**src/design/cle_pkg.sv**
```systemverilog
// Shared types, codes and sizing for the console line editor.
package cle_pkg;

	localparam int unsigned LINE_CAPACITY_DEF = 4096;

	localparam logic [7:0] KEY_DEL     = 8'd127;
	localparam logic [7:0] KEY_ESC     = 8'd27;
	localparam logic [7:0] KEY_CR      = 8'd13;
	localparam logic [7:0] KEY_LF      = 8'd10;
	localparam logic [7:0] KEY_BRACKET = 8'd91;
	localparam logic [7:0] KEY_RIGHT   = 8'd67;
	localparam logic [7:0] KEY_LEFT    = 8'd68;

	localparam logic OP_KEY  = 1'b0;
	localparam logic OP_READ = 1'b1;

	typedef enum logic [3:0] {
		ACT_INSERT   = 4'd0,
		ACT_FULL     = 4'd1,
		ACT_DELETE   = 4'd2,
		ACT_DEL_IGN  = 4'd3,
		ACT_LEFT     = 4'd4,
		ACT_RIGHT    = 4'd5,
		ACT_MOVE_IGN = 4'd6,
		ACT_ESC_PEND = 4'd7,
		ACT_LINE_END = 4'd8,
		ACT_READ     = 4'd9
	} act_t;

	typedef enum logic [1:0] {
		ESC_NONE  = 2'd0,
		ESC_SEEN  = 2'd1,
		ESC_FIRST = 2'd2
	} esc_t;

	typedef enum logic [2:0] {
		ST_IDLE,
		ST_SHIFT,
		ST_FINAL,
		ST_READ,
		ST_REPLY
	} st_t;

	typedef struct packed {
		act_t act;
		esc_t esc_n;
		logic load_first;
		logic shift;
		logic shift_up;
		logic final_wr;
		logic final_lf;
		logic len_inc;
		logic len_dec;
		logic cur_inc;
		logic cur_dec;
		logic set_done;
	} key_dec_t;

endpackage

```
**src/design/cle_key_decode.sv**
```systemverilog
// Key classifier: turns one key byte and the line state into an edit request.
module cle_key_decode import cle_pkg::*; #(
	parameter int unsigned LINE_CAPACITY = LINE_CAPACITY_DEF,
	parameter int unsigned LEN_W         = $clog2(LINE_CAPACITY_DEF + 1),
	parameter int unsigned ADDR_W        = $clog2(LINE_CAPACITY_DEF)
) (
	input  logic [7:0]        key_byte,
	input  logic [LEN_W-1:0]  len,
	input  logic [ADDR_W-1:0] cursor,
	input  esc_t              esc,
	input  logic [7:0]        esc_first,
	output key_dec_t          dec
);

	localparam logic [LEN_W-1:0] LEN_FULL = LEN_W'(LINE_CAPACITY - 1);
	localparam logic [LEN_W-1:0] LEN_CAP  = LEN_W'(LINE_CAPACITY);

	logic [LEN_W-1:0] cur_ext;

	assign cur_ext = LEN_W'(cursor);

	always_comb begin
		dec = '0;
		dec.act   = ACT_MOVE_IGN;
		dec.esc_n = ESC_NONE;
		case (esc)
			ESC_SEEN: begin
				dec.load_first = 1'b1;
				dec.esc_n      = ESC_FIRST;
				dec.act        = ACT_ESC_PEND;
			end
			ESC_FIRST: begin
				if (esc_first == KEY_BRACKET && key_byte == KEY_LEFT) begin
					if (cursor != '0) begin
						dec.act     = ACT_LEFT;
						dec.cur_dec = 1'b1;
					end
				end else if (esc_first == KEY_BRACKET && key_byte == KEY_RIGHT) begin
					if (cur_ext < len) begin
						dec.act     = ACT_RIGHT;
						dec.cur_inc = 1'b1;
					end
				end
			end
			default: begin
				if (key_byte == KEY_CR || key_byte == KEY_LF) begin
					dec.act      = ACT_LINE_END;
					dec.set_done = 1'b1;
					dec.final_lf = 1'b1;
					if (len < LEN_CAP) begin
						dec.final_wr = 1'b1;
						dec.len_inc  = 1'b1;
					end
				end else if (key_byte == KEY_DEL) begin
					if (cursor == '0 || len == '0) begin
						dec.act = ACT_DEL_IGN;
					end else begin
						dec.act     = ACT_DELETE;
						dec.shift   = 1'b1;
						dec.len_dec = 1'b1;
						dec.cur_dec = 1'b1;
					end
				end else if (key_byte == KEY_ESC) begin
					dec.act   = ACT_ESC_PEND;
					dec.esc_n = ESC_SEEN;
				end else if (len >= LEN_FULL) begin
					dec.act = ACT_FULL;
				end else begin
					dec.act      = ACT_INSERT;
					dec.shift    = 1'b1;
					dec.shift_up = 1'b1;
					dec.final_wr = 1'b1;
					dec.len_inc  = 1'b1;
					dec.cur_inc  = 1'b1;
				end
			end
		endcase
	end

endmodule

```
**config.mk**
```make
export PLATFORM = sky130hd
export DESIGN_NAME = cle_key_decode
export DESIGN_NICKNAME = d
export VERILOG_FILES = /design/src/design/cle_pkg.sv /design/src/design/cle_key_decode.sv
export SDC_FILE = /design/constraint.sdc
export NUM_CORES = 1
export LEC_CHECK = 0
export ABC_AREA = 0
export BUFFER_PORTS_ARGS = -buffer_cell sky130_fd_sc_hd__clkbuf_2
export CORE_MARGIN = 2
export CORE_UTILIZATION = 44
export DETAILED_ROUTE_END_ITERATION = 6
export PLACE_DENSITY = 0.91
export SETUP_SLACK_MARGIN = 0.02
export SYNTH_ARGS = -nofsm -noshare
export SYNTH_HDL_FRONTEND = slang
export SYNTH_SLANG_ARGS = --single-unit
export TNS_END_PERCENT = 100
```
**constraint.sdc**
```tcl
create_clock -name vclk -period 8.2
set_clock_uncertainty 0.15 [all_clocks]
set_input_delay 2.46 -clock vclk [all_inputs]
set_output_delay 2.46 -clock vclk [all_outputs]
set_load 0.03 [all_outputs]
```
==> qor.yml, run 1 <==
status:
  run_status: "finished, final reports clean"
yosys:
  syn_area_sq_um: 684
  postSynthAreaPerCell_sq_um: 6.71
  yosysSeqAreaShare_pct: 0
  synth_fp_nets: 158
  synthesis.instances: 102
  yosys_warnings: 0
  synth_cell_types: 34
finish:
  post-route-util_pct: 65.1
  layout_commonest_cell: "clkbuf_2"
  fin_nets: 215
  fin_area_sq_um: 970
  mostFrequentLayoutCells: "59 x clkbuf_2, 17 x inv_1, 13 x ha_1, 8 x nand2_1"
  ff_latch_area_sq_um: 0
  clkbuf_count: 0
  drive_above_1_share_pct: 40.1
  syn2layout_area_growth_pct: 41.7
  antenna_cells: 0
  n_sequential_cell: 0
placed_design:
  placed_area_sq_um: 970
  place_congestion: 0.875
  portBuffers: 59
  dpl.hpwl_um: 1820
  place_ws_ns: 1.38
route:
  vias: 966
  wl_per_cell_um: 11.3
  drcViolationCount: 0
  via_per_inst: 5.58
  drtAntennaViolNets: 0
  drt_iter0_drc: 18
  drt_pre_antenna_iters: 4
  wl_um: 1960
die:
  die-area_sq_um: 1890
  io_pins: 59
  design.core.area_sq_um: 1490
  initial_utilization_pct: 46.0
  die_w_um: 43.4
  num_rows: 14
  die_h_um: 43.4
cts:
  cts_setup_buffers: 0
  cts_resized: 0
  cts.hold.buffers_added: 0
power:
  powerDensity_nw_per_um2: 49.1
  power_w: 0.0000476
  cellLeakagePower_nw: 0.568
  peakVddDrop_mv: 0.0316
worst_hold_path:
  hp-class: "in2out"
  hp-start: "len[12]"
critical_path:
  end_kind: "output pin"
  crit_start: "len[6]"
  criticalPathCategory: "in2out"
  arrival_ns: 4.24
  start_kind: "input port"
  required_ns: 5.59
  path_max_fanout: 3
global_routing:
  grt_max_degree: 9
  use_met3_pct: 0
  grt_pass1_wl_um: 3330
  grt-ovfl-total: 0
  grt_use_total_pct: 21.1
  gr-usage-met1_pct: 25.5
  met2_usage_pct: 43.3
  top_usage_layer: "met2"
  grt_pass1_vias: 900
  grt_antenna_before_repair: 0
sta:
  maxSlewHeadroom_pct: 59.6
  slew_viol_final: 0
  worstMarginPinSlew_ns: 0.605
  fmax_mhz: 146
  setup_viol: 0
  rsz0062_at_grt: "no"
  hold_violations: 0
  fin_crit_sh_pct: 83.6
  tns_ns: 0
  fin_ws_ns: 1.35
  min_period_ns: 6.85
flow_run:
  drv_cap: 0
[through the flow]
| step | instances | hold WS, ns |
|---|---|---|
| 6_report | 173 | 5.21 |
| 5_1_grt | 173 | 5.25 |
| 4_1_cts | 173 | 5.22 |
| 3_5_place_dp | 173 | 5.22 |
| 3_3_place_gp | 173 | 5.20 |
| 2_1_floorplan | 102 | 4.99 |
[cells by family (layout without fill, tap and decap cells)]
family                   after synthesis  after routing  share of synthesized area, %
buffers and inverters                 21             76                          13.7
AND/OR/NAND/NOR                       51             51                          45.5
adder cells (fa/ha/maj)               13             13                          23.8
AO/OA/AOI/OAI                         17             17                          17.0
[layout make-up]
| type | instances | area (sq um) |
|---|---|---|
| multi-input combinational | 81 | 591 |
| fill | 131 | 519 |
| timing repair buffer | 59 | 295 |
| inverter | 17 | 63.8 |
| tap | 16 | 20.0 |
[routing by layer]
layer  vias up  part of all wire, %
met2        39                   52
met1       439                   42
met3         0                  6.1
met5         -                    0
met4         0                    0
li1        488                    -
[cells in the mapped netlist (all sizes together)]
cell     instances  area, sq um
or3b             1         8.76
nand3b           2         15.0
ha              13          163
a2111oi          1         8.76
nand3            5         25.0
nor2             2         7.51
or2b             1         8.76
nor3             3         15.0
nor2b            1         6.26
o211ai           1         7.51
a211o            1         8.76
a211oi           2         20.0
a21oi            3         15.0
and3             2         12.5
a31o             1         8.76
or4b             1         10.0
nor4             6         37.5
nor4b            1         8.76
nor3b            4         30.0
and4b            1         10.0
nand2b           2         12.5
o21a             1         7.51
and4             1         8.76
buf              4         30.0
nand4b           1         8.76
o21ai            5         25.0
nand4            6         37.5
nand2            8         30.0
o22ai            1         6.26
or2              3         18.8
o2111ai          1         8.76
inv             17         63.8
[report_power, final]
| part | total (W) | switching, W | internal, W |
|---|---|---|---|
| Clock | 0 | 0 | 0 |
| Sequential | 0 | 0 | 0 |
| Combinational | 0.0000476 | 0.0000275 | 0.0000201 |
[worst paths after layout]
kind | end | slack [ns] | depth (start not counted)
worst max-delay path | dec[13] | 1.35 | 9
worst min-delay path | dec[6] | 5.21 | 3
[worst max-delay path, stage by stage]
cell and delay (ns):
clkbuf_2 0.10, inv_1 0.04, ha_1 0.29, a21oi_1 0.14, o21ai_0 0.09, a2111oi_0 0.53, nand3_1 0.17, a31o_1 0.24
clkbuf_2 0.18
No activity file was read; power rests on OpenSTA's default activity.
==> run 2: changes to the inputs <==
--- a/config.mk
+++ b/config.mk
@@ -8,9 +8,9 @@
 export ABC_AREA = 0
 export BUFFER_PORTS_ARGS = -buffer_cell sky130_fd_sc_hd__clkbuf_2
 export CORE_MARGIN = 2
-export CORE_UTILIZATION = 44
+export CORE_UTILIZATION = 37
 export DETAILED_ROUTE_END_ITERATION = 6
-export PLACE_DENSITY = 0.91
+export PLACE_DENSITY = 0.82
 export SETUP_SLACK_MARGIN = 0.02
 export SYNTH_ARGS = -nofsm -noshare
 export SYNTH_HDL_FRONTEND = slang
==> constraint.sdc (replaced) <==
create_clock -name vclk -period 5.9
set_clock_uncertainty 0.15 [all_clocks]
set_input_delay 1.77 -clock vclk [all_inputs]
set_output_delay 1.77 -clock vclk [all_outputs]
set_load 0.03 [all_outputs]
==> run 2 against run 1 <==
Compared with the run above:
- combinational power grew 38%
- first-iteration DRC count shrank 28%
- critical endpoint unchanged
- power grew 38%
- cell count grew 5.8%
- largest power group unchanged
- non-clock buffer count grew 1
- setup slack lost 0.98 ns
==> qor.yml, run 2 (synthesis results as in run 1) <==
worst_hold_path:
  hp-start: "key_byte[6]"  # was len[12]
  hp-class: "in2out"  # unchanged
global_routing:
  grt_max_degree: 9  # unchanged
  grt_use_total_pct: 17.7  # was 21.1%
  grt_pass1_vias: 795  # was 900
  grt-ovfl-total: 0  # unchanged
  grt_antenna_before_repair: 0  # unchanged
  grt_pass1_wl_um: 3020  # was 3330 um
finish:
  syn2layout_area_growth_pct: 44.4  # was 41.7%
  n_sequential_cell: 0  # unchanged
  drive_above_1_share_pct: 40.5  # was 40.1%
  fin_nets: 216  # was 215
  clkbuf_count: 0  # unchanged
  ff_latch_area_sq_um: 0  # unchanged
  mostFrequentLayoutCells: "59 x clkbuf_2, 17 x inv_1, 13 x ha_1, 8 x nand2_1"  # unchanged
  layout_commonest_cell: "clkbuf_2"  # unchanged
  antenna_cells: 0  # unchanged
power:
  peakVddDrop_mv: 0.0314  # was 0.0316 mV
  power_w: 0.0000659  # was 0.0000476 W
  powerDensity_nw_per_um2: 66.7  # was 49.1 nW/um^2
  cellLeakagePower_nw: 0.574  # was 0.568 nW
sta:
  hold_violations: 0  # unchanged
  setup_viol: 0  # unchanged
  worstMarginPinSlew_ns: 0.629  # was 0.605 ns
  slew_viol_final: 0  # unchanged
  min_period_ns: 5.54
  fmax_mhz: 181
  tns_ns: 0  # unchanged
  fin_crit_sh_pct: 93.8
  rsz0062_at_grt: "no"  # unchanged
  maxSlewHeadroom_pct: 57.0  # was 59.6%
critical_path:
  end_kind: "output pin"  # unchanged
  crit_start: "len[6]"  # unchanged
  path_max_fanout: 3  # unchanged
  required_ns: 3.98  # was 5.59 ns
  criticalPathCategory: "in2out"  # unchanged
  crit_path_frequent_cell: "clkbuf_2"  # unchanged
  crit_family: "compound AO/OA/AOI/OAI gates"  # unchanged
  start_kind: "input port"  # unchanged
  worst_path_max_delay_cell: "a2111oi_0"  # unchanged
  cp_cell_sequence: "clkbuf_2 -> inv_1 -> ha_1 -> a21oi_1 -> o21ai_0 -> a2111oi_0 -> nand3_1 -> a31o_1 -> clkbuf_2"  # unchanged
  cp_slowest_stage_delay_ns: 0.62  # was 0.53 ns
  arrival_ns: 3.62  # was 4.24 ns
  crit_buf_inv: 3  # unchanged
die:
  io_pins: 59  # unchanged
  die_w_um: 47.0  # was 43.4 um
  die_h_um: 47.0  # was 43.4 um
  num_rows: 15  # was 14
  die-area_sq_um: 2210  # was 1890 sq um
  design.core.area_sq_um: 1730  # was 1490 sq um
  initial_utilization_pct: 39.6  # was 46.0%
route:
  drt_iter0_drc: 13  # was 18
  drt_pre_antenna_iters: 4  # unchanged
  drcViolationCount: 0  # unchanged
  via_per_inst: 5.21  # was 5.58
  drtAntennaViolNets: 0  # unchanged
  vias: 954  # was 966
  wl_um: 1970  # was 1960 um
  wl_per_cell_um: 10.8  # was 11.3 um
placed_design:
  dpl.hpwl_um: 1870  # was 1820 um
  place_congestion: 0.893  # was 0.875
  portBuffers: 59  # unchanged
cts:
  cts_resized: 0  # unchanged
  cts_setup_buffers: 0  # unchanged
  cts.hold.buffers_added: 0  # unchanged
flow_run:
  drv_cap: 0  # unchanged
status:
  run_status: "finished, final reports clean"  # unchanged
[run 2: power breakdown]
| group | leakage, nW | switching (W) | internal, W |
|---|---|---|---|
| logic | 0.574 | 0.0000379 | 0.0000280 |
| clock network | 0 | 0 | 0 |
| registers | 0 | 0 | 0 |
| total | 0.574 | 0.0000379 | 0.0000280 |
[run 2: area by class of cell]
class                           count  area [sq um]
Timing Repair Buffer               60           303
Tap cell                           25          31.3
Multi-Input combinational cell     81           591
Fill cell                         183           738
Inverter                           17          63.8
[run 2: stage by stage]
step / hold WS [ns] / worst slack [ns] / std cells / util (%) / instance area [sq um]
4_1_cts: 3.83 / 0.348 / 183 / 57.2 / 988
2_1_floorplan: 3.61 / 0.344 / 102 / - / 684
3_5_place_dp: 3.83 / 0.344 / 183 / 57.2 / 988
6_report: 3.83 / 0.364 / 183 / 57.2 / 988
3_3_place_gp: 3.82 / 0.467 / 183 / 57.2 / 988
5_1_grt: 3.87 / 0.209 / 183 / 57.2 / 988
[run 2: worst paths after layout]
| path | to | slack [ns] | depth (start not counted) |
|---|---|---|---|
| max | dec[13] | 0.36 | 9 |
| min | dec[14] | 3.83 | 5 |
[run 2: layer usage]
layer / track usage, % / vias to the layer above / wire, um
met4: 2.78 / 0 / 26
met5: 0 / - / 0
li1: - / 498 / -
met1: 22.3 / 420 / 822
met3: 0.385 / 4 / 120
met2: 34.0 / 32 / 1000
==> run 3: changes to the inputs <==
--- a/config.mk
+++ b/config.mk
@@ -8,9 +8,9 @@
 export ABC_AREA = 0
 export BUFFER_PORTS_ARGS = -buffer_cell sky130_fd_sc_hd__clkbuf_2
 export CORE_MARGIN = 2
-export CORE_UTILIZATION = 37
+export CORE_UTILIZATION = 44
 export DETAILED_ROUTE_END_ITERATION = 6
-export PLACE_DENSITY = 0.82
+export PLACE_DENSITY = 0.91
 export SETUP_SLACK_MARGIN = 0.02
 export SYNTH_ARGS = -nofsm -noshare
 export SYNTH_HDL_FRONTEND = slang
==> constraint.sdc (replaced) <==
create_clock -name vclk -period 7
set_clock_uncertainty 0.15 [all_clocks]
set_input_delay 2.1 -clock vclk [all_inputs]
set_output_delay 2.1 -clock vclk [all_outputs]
set_load 0.03 [all_outputs]
==> run 3 against run 2 <==
Compared with the run above:
- first-iteration DRC count grew 15%
- via count shrank 0.42%
- sequential cell count is the same
- global-route usage grew 3.7 points
- critical path depth is the same
- sequential share of layout area is the same
- routed wire length grew 0.30%
- hold slack gained 0.65 ns
- power shrank 16%
- largest cell class unchanged
==> qor.yml, run 3 (synthesis results as in run 1) <==
power:
  p_sw_share_pct: 57.6  # was 57.5%
  cellLeakagePower_nw: 0.568  # was 0.574 nW
  intPower_w: 0.0000236  # was 0.0000280 W
  p_sw_w: 0.0000321  # was 0.0000379 W
  powerDensity_nw_per_um2: 57.4  # was 66.7 nW/um^2
  seqPwrFrac_pct: 0  # about the same
  pwr-share-comb_pct: 100.0  # about the same
  peakVddDrop_mv: 0.0370  # was 0.0314 mV
  clkPwrFrac_pct: 0  # about the same
critical_path:
  worst_path_max_delay_cell: "a2111oi_0"  # unchanged
  start_kind: "input port"  # unchanged
  crit_path_frequent_cell: "clkbuf_2"  # unchanged
  required_ns: 4.75  # was 3.98 ns
  cp_cell_sequence: "clkbuf_2 -> inv_1 -> ha_1 -> a21oi_1 -> o21ai_0 -> a2111oi_0 -> nand3_1 -> a31o_1 -> clkbuf_2"  # unchanged
  arrival_ns: 3.89  # was 3.62 ns
  end_kind: "output pin"  # unchanged
  cp_slowest_stage_delay_ns: 0.55  # was 0.62 ns
  path_max_fanout: 3  # unchanged
  crit_family: "compound AO/OA/AOI/OAI gates"  # unchanged
  crit_start: "len[6]"  # unchanged
  crit_buf_inv: 3  # unchanged
  criticalPathCategory: "in2out"  # unchanged
sta:
  hold_violations: 0  # unchanged
  maxSlewHeadroom_pct: 56.1  # was 57.0%
  fin_crit_sh_pct: 87.6
  min_period_ns: 6.14
  setup_viol: 0  # unchanged
  rsz0062_at_grt: "no"  # unchanged
  fin_ws_ns: 0.865  # was 0.364 ns
  tns_ns: 0  # unchanged
  slew_viol_final: 0  # unchanged
  worstMarginPinSlew_ns: 0.657  # was 0.629 ns
  fmax_mhz: 163
global_routing:
  grt-ovfl-total: 0  # unchanged
  grt_pass1_vias: 896  # was 795
  grt_pass1_wl_um: 3340  # was 3020 um
  grt_use_total_pct: 21.4  # was 17.7%
  grt_antenna_before_repair: 0  # unchanged
  grt_max_degree: 9  # unchanged
status:
  run_status: "finished, final reports clean"  # unchanged
route:
  via_per_inst: 5.49  # was 5.21
  vias: 950  # was 954
  drcViolationCount: 0  # unchanged
  wl_per_cell_um: 11.4  # was 10.8 um
  wl_um: 1980  # was 1970 um
  drtAntennaViolNets: 0  # unchanged
  drt_pre_antenna_iters: 4  # unchanged
  drt_iter0_drc: 15  # was 13
worst_hold_path:
  hp-class: "in2out"  # unchanged
  hp-start: "len[12]"  # was key_byte[6]
finish:
  multi_input_area_sq_um: 591  # unchanged
  antenna_cells: 0  # unchanged
  n_sequential_cell: 0  # unchanged
  fin_nets: 215  # was 216
  syn2layout_area_growth_pct: 41.7  # was 44.4%
  post-route-util_pct: 65.1  # was 57.2%
  mostFrequentLayoutCells: "59 x clkbuf_2, 17 x inv_1, 13 x ha_1, 8 x nand2_1"  # unchanged
  ff_latch_area_sq_um: 0  # unchanged
  fillers: 151  # was 183
  clkbuf_count: 0  # unchanged
  layout_commonest_cell: "clkbuf_2"  # unchanged
  drive_above_1_share_pct: 40.1  # was 40.5%
die:
  die-area_sq_um: 1890  # was 2210 sq um
  design.core.area_sq_um: 1490  # was 1730 sq um
  initial_utilization_pct: 46.0  # was 39.6%
  io_pins: 59  # unchanged
  die_w_um: 43.4  # was 47.0 um
  die_h_um: 43.4  # was 47.0 um
  num_rows: 14  # was 15
flow_run:
  drv_cap: 0  # unchanged
cts:
  cts.hold.buffers_added: 0  # unchanged
  cts_setup_buffers: 0  # unchanged
  cts_resized: 0  # unchanged
placed_design:
  portBuffers: 59  # unchanged
  place_congestion: 0.875  # was 0.893
  place_ws_ns: 0.909  # was 0.344 ns
  dpl.hpwl_um: 1840  # was 1870 um
-- run 3: layer usage --
layer / vias to the layer above / wire length (um) / share of wire (%) / GRT usage (%)
li1: 488 / - / - / -
met2: 40 / 1020 / 52 / 42.4
met5: - / 0 / 0 / 0
met1: 420 / 796 / 40 / 25.5
met4: 0 / 21 / 1.1 / 3.03
met3: 2 / 138 / 7.0 / 1.25
-- run 3: path summary, 6_finish.rpt --
check  cells past startpoint  slack, ns       to
max                        9       0.86  dec[13]
min                        3       4.49   dec[6]
-- run 3: cell type report --
type / count / area share [%]
Inverter: 17 / 6.58
Multi-Input combinational cell: 81 / 60.9
Tap cell: 16 / 2.06
Timing Repair Buffer: 59 / 30.5
-- run 3: tightest hold or removal path: stages --
cell and delay, ns:
clkbuf_2 0.13, o21ai_0 0.11, clkbuf_2 0.19
-- run 3: power groups by stage --
stage               Combinational (W)  Sequential [W]  Clock, W
finish                      0.0000556               0         0
floorplan                   0.0000319               0         0
global placement            0.0000540               0         0
CTS                         0.0000561               0         0
detailed placement          0.0000558               0         0
global route                0.0000625               0         0
-- run 3: per-stage QoR --
| stage | hold slack [ns] | instances | total power, W | cell area, sq um |
|---|---|---|---|---|
| after floorplan | 4.27 | 102 | 0.0000319 | 684 |
| after global placement | 4.48 | 173 | 0.0000540 | 970 |
| after detailed placement | 4.50 | 173 | 0.0000558 | 970 |
| after CTS | 4.50 | 173 | 0.0000561 | 970 |
| after global routing | 4.54 | 173 | 0.0000625 | 970 |
| final | 4.49 | 173 | 0.0000556 | 970 |
